==> config.mk <==
export PLATFORM = sky130hd
export DESIGN_NAME = tasre_cfg
export DESIGN_NICKNAME = d
export VERILOG_FILES = /design/src/tasre_pkg.sv /design/src/tasre_cfg.sv
export SDC_FILE = /design/constraint.sdc
export NUM_CORES = 1
export LEC_CHECK = 0
export BUFFER_PORTS_ARGS = -buffer_cell sky130_fd_sc_hd__clkbuf_2
export CELL_PAD_IN_SITES_DETAIL_PLACEMENT = 1
export CELL_PAD_IN_SITES_GLOBAL_PLACEMENT = 1
export CORE_MARGIN = 2
export CORE_UTILIZATION = 38
export CTS_CLUSTER_DIAMETER = 50
export DETAILED_ROUTE_END_ITERATION = 7
export PLACE_DENSITY_LB_ADDON = 0.25
export SYNTH_ARGS = -nofsm -noshare
export SYNTH_HDL_FRONTEND = slang
export SYNTH_SLANG_ARGS = --single-unit
==> constraint.sdc <==
create_clock -name i_clk -period 1.63 [get_ports i_clk]
set_input_delay 0.2445 -clock i_clk [delete_from_list [all_inputs] [get_ports i_clk]]
set_output_delay 0.2445 -clock i_clk [all_outputs]
set_load 0.05 [all_outputs]
==> src/tasre_pkg.sv <==
// tasre_pkg: shared types and constants for the three-axis speed ramp block.
// No dependencies; imported by every module under src.
package tasre_pkg;

    // Field widths
    localparam int VEL_W   = 21;   // target velocity, um/s, signed
    localparam int SPD_W   = 21;   // speed, 1/256 steps/s, signed
    localparam int MAXS_W  = 20;   // speed limit / stop threshold
    localparam int INC_W   = 16;   // ramp increment
    localparam int DECAY_W = 16;   // brake multiplier, /65536
    localparam int CFG_IDX_W = 3;
    localparam int CFG_DAT_W = 20;
    localparam int NUM_SW  = 3;    // axes that have end switches and limits

    // um/s to 1/256 steps/s, scaled by 2^16
    localparam logic signed [22:0] CONV_MUL = 23'sd2586610;
    localparam int CONV_SHIFT = 16;

    // Operation codes (tuser)
    localparam logic OP_CMD  = 1'b0;
    localparam logic OP_TICK = 1'b1;

    // Register indexes
    localparam logic [CFG_IDX_W-1:0] CFG_MAX_X   = 3'd0;
    localparam logic [CFG_IDX_W-1:0] CFG_MAX_Y   = 3'd1;
    localparam logic [CFG_IDX_W-1:0] CFG_MAX_Z   = 3'd2;
    localparam logic [CFG_IDX_W-1:0] CFG_RAMP    = 3'd3;
    localparam logic [CFG_IDX_W-1:0] CFG_STOP    = 3'd4;
    localparam logic [CFG_IDX_W-1:0] CFG_DECAY   = 3'd5;

    // Reset values
    localparam logic [MAXS_W-1:0]  RST_MAX_X = 20'd844800;
    localparam logic [MAXS_W-1:0]  RST_MAX_Y = 20'd1024000;
    localparam logic [MAXS_W-1:0]  RST_MAX_Z = 20'd1024000;
    localparam logic [INC_W-1:0]   RST_RAMP  = 16'd1280;
    localparam logic [MAXS_W-1:0]  RST_STOP  = 20'd256000;
    localparam logic [DECAY_W-1:0] RST_DECAY = 16'd64881;

    // Full register set
    typedef struct packed {
        logic [NUM_SW-1:0][MAXS_W-1:0] max_speed;
        logic [INC_W-1:0]              ramp_inc;
        logic [MAXS_W-1:0]             stop_thr;
        logic [DECAY_W-1:0]            decay;
    } t_cfg;

    // Settings seen by one axis
    typedef struct packed {
        logic [MAXS_W-1:0]  max_speed;
        logic [INC_W-1:0]   ramp_inc;
        logic [MAXS_W-1:0]  stop_thr;
        logic [DECAY_W-1:0] decay;
    } t_axis_cfg;

endpackage

==> src/tasre_cfg.sv <==
// tasre_cfg: configuration register file, write-only, indexed writes.
// Depends on tasre_pkg.
module tasre_cfg
    import tasre_pkg::*;
(
    input  logic                 i_clk,
    input  logic                 i_rst_n,
    input  logic                 i_cfg_we,
    input  logic [CFG_IDX_W-1:0] i_cfg_index,
    input  logic [CFG_DAT_W-1:0] i_cfg_data,
    output t_cfg                 o_cfg
);

    t_cfg r_cfg;

    // Register writes; unknown indexes are dropped
    always_ff @(posedge i_clk) begin
        if (!i_rst_n) begin
            r_cfg.max_speed[0] <= RST_MAX_X;
            r_cfg.max_speed[1] <= RST_MAX_Y;
            r_cfg.max_speed[2] <= RST_MAX_Z;
            r_cfg.ramp_inc     <= RST_RAMP;
            r_cfg.stop_thr     <= RST_STOP;
            r_cfg.decay        <= RST_DECAY;
        end else if (i_cfg_we) begin
            unique case (i_cfg_index)
                CFG_MAX_X: r_cfg.max_speed[0] <= i_cfg_data;
                CFG_MAX_Y: r_cfg.max_speed[1] <= i_cfg_data;
                CFG_MAX_Z: r_cfg.max_speed[2] <= i_cfg_data;
                CFG_RAMP:  r_cfg.ramp_inc     <= i_cfg_data[INC_W-1:0];
                CFG_STOP:  r_cfg.stop_thr     <= i_cfg_data;
                CFG_DECAY: r_cfg.decay        <= i_cfg_data[DECAY_W-1:0];
                default: ;
            endcase
        end
    end

    assign o_cfg = r_cfg;

endmodule

==> implementation parameters <==
Parameter                              Value

Status
  Run status    completed

Drt
  WL per Instance    16.8 microns
  Overall routed net length    11600 microns
  Number of optimization iterations in the first detailed-route pass    4
  DRC Markers    0
  Vias    around 3.3k
  Number of design-rule violations left by the first detailed-router iteration    99
  Post-route antenna net violation count    0
  Vias per Instance    roughly 4.8

Setup path
  Number of buffer and inverter instances along the worst setup path    1
  Max stage delay on crit path    0.37 ns
  Worst Setup Path Type    flip-flop to primary output
  Type of element capturing the critical path    primary output
  Cell family with most CP delay    flip-flops
  Max stage delay cell, worst path    sky130_fd_sc_hd__dfxtp_1
  Sort of element at the start of the critical path    flip-flop
  Arr. time, crit path    1.00 ns
  Highest net fanout along the worst path    2
  Req. time, crit path    approximately 1.4 ns
  CP Cell Sequence    clkbuf_2

Clocking
  Root Buffer    sky130_fd_sc_hd__clkbuf_16
  Post-CTS Repair Setup Buffers    0
  Number of buffers inserted during clock tree synthesis    9
  Clock net sink count    between 100 and 150
  Buffers from clock root to sink, at most    2
  PostCTS Resize Cnt    0
  Cts hold-fix bufs    0
  TritonCTS clock tree    built
  Max H-tree Level    3
  Worst skew pair latency    around 0.34 ns
  Clock-pin slew of the registers on the worst-case setup and hold paths    0.07 ns

Timing
  Post-route fraction of the period consumed by the critical path    about three quarters
  Setup skew after layout    0 ns
  Transition at the pin with the smallest max-transition slack    0.441 ns
  Hold slack    0.159 ns
  Number of setup violations in the final report    0
  Max-slew violation count    0
  Maximum achievable frequency    804 MHz
  Setup_tns    0 ns
  Final Hold Viols    0
  RSZ-0062 raised after global routing    no
  Worst relative slew slack    70.5%
  Final critical path time including I/O delays and setup    1.24 ns

Global route
  First-pass GRT wire length    18000 microns
  Met3 demand-to-capacity share in global routing    5.82%
  GRT Overall Usage    19.6%
  Initial antenna violation count    0
  Global-route track usage on met1    22.4%
  Pin count of the biggest net entering global routing    35
  Via count of the first global-routing pass    3473
  Layer carrying the most global-route usage    met2
  Grt ovf    0
  Met2 usage in global routing    35.1%

Pwr
  Power consumption    6.11 mW
  Standby leakage power    between 2 and 3 nW
  Power density over the cells    1090 mW/mm^2
  IR drop worst, VDD    577 uV

Logic synthesis
  Mapped Avg Cell Area    10.4 sq um
  Post-synthesis register bit count    112
  Number of instances in the synthesized netlist    between 400 and 500
  Warnings from Yosys    0
  Number of library cell types mapped by synthesis    14
  Register area share after synthesis    a little over half
  Net count after synthesis    440
  Mapped Area    around 0.0043 sq mm

Placement
  Number of input and output port buffers inserted    137
  Post-Place Cell Area    around 0.0052 sq mm
  Post-DP HPWL    between 8000 and 9000 microns
  Number of instances in the placed design    around 680
  Final GP Congestion    0.739

Die
  Floorplan core area    between 0.01 and 0.015 sq mm
  Boundary pin count    138
  Full die area    0.0122 sq mm
  Initial standard-cell utilization of the core    39.3%
  Die span in y    110 microns
  Placement Rows    38
  X dimension of the die    between 100 and 150 microns

Cells and area
  Cell area after layout    around 0.0056 sq mm
  Filler instances    1266
  Multi-input combinational cell area    0.00193 sq mm
  Max reg flops    112
  Area growth syn-to-layout    29.9%
  Antenna Diode Count    0
  Footprint of the flip-flops and latches    0.00224 sq mm
  Share of layout cells above drive strength 1    31.5%
  Final nets    ~570
  Count of placed standard cells in the final layout, fillers left out    692

Run
  Number of maximum-capacitance constraint violations    0

Min path
  Min-Delay Path Class    primary input to flip-flop
logic make-up (layout without fill, tap and decap cells):
kind of cell  Yosys count  in the layout  synth area share [%]
flops                 112            112                  52.1
simple gates          157            157                  18.2
buf+inv                33            171                  3.64
mux                   112            112                  26.1
metal layers:
metal / vias to the layer above / routed length, microns
met2: 88 / 5870
met4: 0 / 153
li1: 1629 / -
met3: 14 / 787
met5: - / 0
met1: 1603 / 4820
per-stage QoR:
| step | utilization [%] | setup WS [ns] |
|---|---|---|
| finish | 51.1 | 0.386 |
| global route | 51.1 | 0.342 |
| CTS | 51.1 | 0.364 |
| detailed placement | 47.7 | 0.214 |
| global placement | 47.7 | 0.244 |
| floorplan | - | 0.333 |
final timing paths:
check             slack, ns           start        end  cells past startpoint
setup / recovery       0.39        o_cfg[9]   o_cfg[9]                      1
hold / removal         0.16  i_cfg_data[13]  o_cfg[49]                      3
setup reg to reg       0.94       o_cfg[65]  o_cfg[65]                      2
hold reg to reg        0.46       o_cfg[60]  o_cfg[60]                      2
power by group:
| part | total (mW) | internal, mW | switching (mW) |
|---|---|---|---|
| clock | 2.67 | 1.66 | 1.01 |
| sequential | 2.83 | 2.80 | 0.0337 |
| combinational | 0.613 | 0.184 | 0.429 |
Yosys cell counts:
cell type / number / share of area (%)
sky130_fd_sc_hd__clkbuf_1: 19 / 1.7
sky130_fd_sc_hd__buf_2: 11 / 1.3
sky130_fd_sc_hd__mux2i_1: 112 / 26
sky130_fd_sc_hd__nand2_1: 95 / 8.3
sky130_fd_sc_hd__buf_4: 1 / 0.17
sky130_fd_sc_hd__nor2b_1: 52 / 7.6
sky130_fd_sc_hd__dfxtp_1: 112 / 52
sky130_fd_sc_hd__and4b_1: 2 / 0.47
sky130_fd_sc_hd__nor4bb_1: 2 / 0.47
sky130_fd_sc_hd__buf_6: 2 / 0.52
sky130_fd_sc_hd__nand4b_1: 2 / 0.41
sky130_fd_sc_hd__nor4b_1: 1 / 0.20
sky130_fd_sc_hd__or4b_1: 1 / 0.23
sky130_fd_sc_hd__nand4bb_1: 2 / 0.52
final cells by class:
type,count,area share (%)
Clock buffer,9,4.03
Clock inverter,7,2.53
Multi-Input combinational cell,269,34.5
Tap cell,140,3.14
Timing Repair Buffer,155,15.6
Sequential cell,112,40.1
cell usage in the layout, fill, tap and decap left out:
cell,n
sky130_fd_sc_hd__nor2b_1,52
sky130_fd_sc_hd__nor4b_2,1
sky130_fd_sc_hd__nand4b_1,2
sky130_fd_sc_hd__buf_12,4
sky130_fd_sc_hd__nand2_1,95
sky130_fd_sc_hd__and4b_1,2
sky130_fd_sc_hd__clkinvlp_4,1
sky130_fd_sc_hd__nand4bb_1,1
sky130_fd_sc_hd__nand4bb_2,1
sky130_fd_sc_hd__clkbuf_16,9
sky130_fd_sc_hd__nor4bb_4,1
sky130_fd_sc_hd__clkinv_2,1
sky130_fd_sc_hd__mux2i_1,112
sky130_fd_sc_hd__inv_6,1
sky130_fd_sc_hd__nor4bb_1,1
sky130_fd_sc_hd__buf_4,15
sky130_fd_sc_hd__bufinv_16,4
sky130_fd_sc_hd__dfxtp_1,112
sky130_fd_sc_hd__or4b_1,1
sky130_fd_sc_hd__clkbuf_2,136
Power figures use the tool's default switching activity.
