**config.mk**
```make
export PLATFORM = sky130hd
export DESIGN_NAME = tasre_axis
export DESIGN_NICKNAME = d
export VERILOG_FILES = /design/src/tasre_pkg.sv /design/src/tasre_axis.sv
export SDC_FILE = /design/constraint.sdc
export NUM_CORES = 2
export LEC_CHECK = 0
export BUFFER_PORTS_ARGS = -buffer_cell sky130_fd_sc_hd__buf_4
export CAP_MARGIN = 20
export CORE_MARGIN = 2
export CORE_UTILIZATION = 60
export DETAILED_ROUTE_END_ITERATION = 7
export PLACE_DENSITY_LB_ADDON = 0.1
export SLEW_MARGIN = 20
export SYNTH_ARGS = -nofsm -noshare
export SYNTH_HDL_FRONTEND = slang
export SYNTH_SLANG_ARGS = --single-unit
```
**constraint.sdc**
```tcl
create_clock -name i_clk -period 25.7 [get_ports i_clk]
set_input_delay 3.855 -clock i_clk [delete_from_list [all_inputs] [get_ports i_clk]]
set_output_delay 3.855 -clock i_clk [all_outputs]
set_load 0.03 [all_outputs]
```
**src/tasre_pkg.sv**
```systemverilog
// tasre_pkg: shared types and constants for the three-axis speed ramp block.
// No dependencies; imported by every module under src.
package tasre_pkg;

    // Field widths
    localparam int VEL_W   = 21;   // target velocity, um/s, signed
    localparam int SPD_W   = 21;   // speed, 1/256 steps/s, signed
    localparam int MAXS_W  = 20;   // speed limit / stop threshold
    localparam int INC_W   = 16;   // ramp increment
    localparam int DECAY_W = 16;   // brake multiplier, /65536
    localparam int CFG_IDX_W = 3;
    localparam int CFG_DAT_W = 20;
    localparam int NUM_SW  = 3;    // axes that have end switches and limits

    // um/s to 1/256 steps/s, scaled by 2^16
    localparam logic signed [22:0] CONV_MUL = 23'sd2586610;
    localparam int CONV_SHIFT = 16;

    // Operation codes (tuser)
    localparam logic OP_CMD  = 1'b0;
    localparam logic OP_TICK = 1'b1;

    // Register indexes
    localparam logic [CFG_IDX_W-1:0] CFG_MAX_X   = 3'd0;
    localparam logic [CFG_IDX_W-1:0] CFG_MAX_Y   = 3'd1;
    localparam logic [CFG_IDX_W-1:0] CFG_MAX_Z   = 3'd2;
    localparam logic [CFG_IDX_W-1:0] CFG_RAMP    = 3'd3;
    localparam logic [CFG_IDX_W-1:0] CFG_STOP    = 3'd4;
    localparam logic [CFG_IDX_W-1:0] CFG_DECAY   = 3'd5;

    // Reset values
    localparam logic [MAXS_W-1:0]  RST_MAX_X = 20'd844800;
    localparam logic [MAXS_W-1:0]  RST_MAX_Y = 20'd1024000;
    localparam logic [MAXS_W-1:0]  RST_MAX_Z = 20'd1024000;
    localparam logic [INC_W-1:0]   RST_RAMP  = 16'd1280;
    localparam logic [MAXS_W-1:0]  RST_STOP  = 20'd256000;
    localparam logic [DECAY_W-1:0] RST_DECAY = 16'd64881;

    // Full register set
    typedef struct packed {
        logic [NUM_SW-1:0][MAXS_W-1:0] max_speed;
        logic [INC_W-1:0]              ramp_inc;
        logic [MAXS_W-1:0]             stop_thr;
        logic [DECAY_W-1:0]            decay;
    } t_cfg;

    // Settings seen by one axis
    typedef struct packed {
        logic [MAXS_W-1:0]  max_speed;
        logic [INC_W-1:0]   ramp_inc;
        logic [MAXS_W-1:0]  stop_thr;
        logic [DECAY_W-1:0] decay;
    } t_axis_cfg;

endpackage

```
**src/tasre_axis.sv**
```systemverilog
// tasre_axis: one axis - target conversion/clamp, slew ramp and end-switch brake.
// Holds the axis target and current speed. Depends on tasre_pkg.
module tasre_axis
    import tasre_pkg::*;
(
    input  logic                    i_clk,
    input  logic                    i_rst_n,
    input  logic                    i_en,        // item advances this cycle
    input  logic                    i_op,
    input  logic signed [VEL_W-1:0] i_vel,
    input  logic                    i_upper,
    input  logic                    i_lower,
    input  t_axis_cfg               i_cfg,
    output logic signed [SPD_W-1:0] o_next_speed
);

    logic signed [SPD_W-1:0] r_target, n_target;
    logic signed [SPD_W-1:0] r_current, n_current;

    logic signed [43:0]       w_prod;
    logic signed [27:0]       w_conv, w_lim, w_clamp;
    logic signed [SPD_W:0]    w_diff, w_inc, w_up, w_dn;
    logic signed [SPD_W-1:0]  w_ramp, w_braked;
    logic                     w_neg, w_pos, w_brake;
    logic [SPD_W-1:0]         w_mag, w_bmag;
    logic [SPD_W+DECAY_W-1:0] w_bprod;

    // Command: convert um/s to speed units (floor of product / 2^16), clamp
    always_comb begin
        w_prod = i_vel * CONV_MUL;
        w_conv = w_prod[43:CONV_SHIFT];
        w_lim  = $signed({8'd0, i_cfg.max_speed});
        if (w_conv > w_lim)       w_clamp = w_lim;
        else if (w_conv < -w_lim) w_clamp = -w_lim;
        else                      w_clamp = w_conv;
    end

    // Tick: slew toward target by at most the ramp increment
    always_comb begin
        w_diff = {r_target[SPD_W-1], r_target} - {r_current[SPD_W-1], r_current};
        w_inc  = $signed({{(SPD_W+1-INC_W){1'b0}}, i_cfg.ramp_inc});
        w_up   = {r_current[SPD_W-1], r_current} + w_inc;
        w_dn   = {r_current[SPD_W-1], r_current} - w_inc;
        if (w_diff > w_inc)       w_ramp = w_up[SPD_W-1:0];
        else if (w_diff < -w_inc) w_ramp = w_dn[SPD_W-1:0];
        else                      w_ramp = r_target;
    end

    // Tick: brake when the switch in the direction of motion is pressed
    always_comb begin
        w_neg   = w_ramp[SPD_W-1];
        w_pos   = !w_neg && (w_ramp != '0);
        w_brake = (i_upper && w_pos) || (i_lower && !w_pos);
        w_mag   = w_neg ? 21'(-w_ramp) : w_ramp;
        w_bprod = w_mag * i_cfg.decay;
        w_bmag  = w_bprod[SPD_W+DECAY_W-1:DECAY_W];
        if (w_bmag < {1'b0, i_cfg.stop_thr}) w_braked = '0;
        else if (w_neg)                      w_braked = -$signed(w_bmag);
        else                                 w_braked = $signed(w_bmag);
    end

    // Next state
    always_comb begin
        n_target  = r_target;
        n_current = r_current;
        if (i_en) begin
            if (i_op == OP_CMD) n_target  = w_clamp[SPD_W-1:0];
            else                n_current = w_brake ? w_braked : w_ramp;
        end
    end

    always_ff @(posedge i_clk) begin
        if (!i_rst_n) begin
            r_target  <= '0;
            r_current <= '0;
        end else begin
            r_target  <= n_target;
            r_current <= n_current;
        end
    end

    assign o_next_speed = n_current;

    // A command never moves the speed, a tick never moves the target
    a_cmd_holds_speed: assert property (@(posedge i_clk) disable iff (!i_rst_n)
        (i_en && i_op == OP_CMD) |=> $stable(r_current))
        else $error("axis speed changed on a command");
    a_tick_holds_target: assert property (@(posedge i_clk) disable iff (!i_rst_n)
        (i_en && i_op == OP_TICK) |=> $stable(r_target))
        else $error("axis target changed on a tick");
    a_idle_holds: assert property (@(posedge i_clk) disable iff (!i_rst_n)
        !i_en |=> ($stable(r_current) && $stable(r_target)))
        else $error("axis state changed without an item");

endmodule

```
==> flow_metrics.tcl <==
set metrics [dict create \
    rsz0062_at_grt "false" \
    setup_tns_ps 0 \
    hold_viol_final 0 \
    critPathRequiredTime_ps 21840 \
    cts_resized 0 \
    ys_seq_elements 42 \
    antenna_found_initial 6 \
    multi_input_area_mm2 0.02470 \
    synth_flop_cell "dfxtp_1" \
    start_util 0.6102 \
    path_depth 59 \
    wire_per_inst_um 20.57 \
    drv_cap 0 \
    path_buf_inv 7 \
    cts_tree "yes" \
    dieArea_mm2 0.04921 \
    syn2layout_area_growth_pct 5.731 \
    wirelength_um 82630 \
    num_antenna_cells 0 \
    num_rows 79 \
    drv_slew 0 \
    synth.largest_area_cell "fa_1" \
    worstPathArrival_ps 20040 \
    ff2ff_path_depth 64 \
    yosysWarnings 0 \
    clock_skew_ps 13.52 \
    grt_max_degree 38 \
    layout-drive-gt1-share 0.06510 \
    synth_area_leaders "fa_1, ha_1, inv_1, nand2_1, and2_1" \
    ys_types 102 \
    outcome "finished, final reports clean" \
    synthArstFlopShare 0 \
    hold_depth 2 \
    grt-ovfl-total 0 \
    clock_latency_ps 300 \
    grt_pass1_vias 24856 \
    cts_setup_buffers 0 \
    clockBufferDepth 2 \
    final_nets 4395 \
    core_mm2 0.04665 \
    regArea_um2 840.8 \
    startpoint_type "primary input" \
    grt_util_all_layers 0.3424 \
    synth_seq_area_share 0.02953 \
    hpwl_um 71530 \
    dr.first_iter.drc_count 1900 \
    place_congestion 0.9947 \
    port_buffers 119 \
    worstPathMaxFanout 19 \
    synth_top_area_frac 0.3115 \
    path_delay_family "compound AO/OA/AOI/OAI gates" \
    r2r_setup_slack_ps 7500 \
    min_period_ps 23890 \
    fmax_mhz 41.86 \
    slew_headroom 0.2416 \
    ant_nets 0 \
    synthesis.area_mm2 0.02847 \
    viasPerCell 6.041 \
    syn-num-nets 4356 \
    fin_crit_sh 0.9296 \
    num-fill-cells 4013 \
    io_pins 120 \
    cts_root_buf "clkbuf_16" \
    hp-class "reg2reg" \
    critPathSlowestCell "nor4_1" \
    holdBufCountCts 0 \
    setup_viol 0 \
    drc 0 \
    crit_start "i_cfg[38]" \
    synth-edff-count 0 \
    numCtsBuffers 5 \
    die_y_um 221.8 \
    grt_pass1_wl_um 134200 \
    first_pass_iters 5 \
    crit_type "in2out" \
    vias 24267 \
    crit-reg2reg-capture "r_current[7]" \
    htreeDepth 2 \
    synth_area_per_cell_um2 8.448 \
    synth_cells 3370 \
    setup.worst_path.end_class "primary output" \
    die_x_um 221.8 \
    clk_pin_slew_ps 60 \
    worst_pin_slew_ps 1132 \
    endpoint "o_next_speed[14]" \
    clock_sinks 42 \
    cpPeakStageDelay_ps 820 \
    reg2reg_from "r_current[1]" \
]
## state kept, by name (all words and copies together), names as in the netlist
name,count
r_target,21
r_current,21
## how the worst min path moves through the flow
stage,start,endpoint,slack [ps]
after floorplan,r_target[0],r_target[0],450
final,r_target[0],r_target[0],480
after CTS,r_target[0],r_target[0],480
after detailed placement,r_target[0],r_target[0],470
after global routing,r_target[0],r_target[0],500
after global placement,r_target[0],r_target[0],460
## layout by cell type (no fill, tap or decap), drive strengths merged, types with 31 or more instances in the layout
cell   instances
buf          149
nor2         143
fa           443
a21oi        133
and2         164
xnor2         95
ha           444
nor2b         35
a21o          58
nor3          52
nand2        311
inv          672
nand3         58
dfxtp         42
o21ai         90
o21a          31
## stage by stage
step           instance area, um2  instances  hold slack [ps]    util  setup WS (ps)
4_1_cts                     30100       4017            481.6  0.6452           2114
5_1_grt                     30100       4017            505.0  0.6452          973.3
6_report                    30100       4017            477.7  0.6452           1808
3_3_place_gp                29930       4009            458.0  0.6415           2710
3_5_place_dp                29930       4009            472.9  0.6415           2193
2_1_floorplan               28470       3370            446.3       -           4568
## per-layer routing
metal,GRT usage,routed length [um],vias up
li1,-,-,11150
met1,0.4681,35260,11968
met3,0.04718,5913,175
met2,0.5613,38240,964
met5,0,48,-
met4,0.1155,3167,10
## kinds of logic (layout without fill, tap and decap cells)
family / Yosys count / count (layout) / share of synthesized area
adders and majority gates: 887 / 887 / 0.5066
AOI/OAI and AO/OA: 572 / 572 / 0.1439
DFF: 42 / 42 / 0.02953
buffers and inverters: 788 / 828 / 0.1055
xor gates and xnor gates: 124 / 124 / 0.03929
muxes: 34 / 34 / 0.01235
and+or+nand+nor: 923 / 923 / 0.1628
## synth_stat cells, types with 21 or more instances
master,n
a211oi_1,21
a21o_1,58
a21oi_1,133
and2_1,164
clkbuf_1,97
dfxtp_1,42
fa_1,443
ha_1,444
inv_1,671
mux2i_1,25
nand2_1,311
nand2b_1,30
nand3_1,58
nand4_1,29
nor2_1,142
nor2b_1,35
nor3_1,50
nor4_1,21
o211ai_1,27
o21a_1,31
o21ai_0,85
xnor2_1,94
xor2_1,28
## final cells by class
class,instances,share of cell area
multi-input combinational,2540,0.8204
inverter,671,0.08367
timing repair buffer,149,0.03716
sequential,42,0.02793
tap,607,0.02523
clock buffer,5,0.004156
clock inverter,3,0.001455
## worst register-to-register path, delay by kind of cell, from the launching register on
family,cells,cell delay (ps)
compound gates,28,7030
xor+xnor,3,1560
fa+ha+maj,10,4520
buf+inv,6,590
flops,1,500
simple gates,17,3890
Power is left out: the tool's default activity adds up to more than one toggle a clock period on the data nets, which glitch-free logic cannot reach.
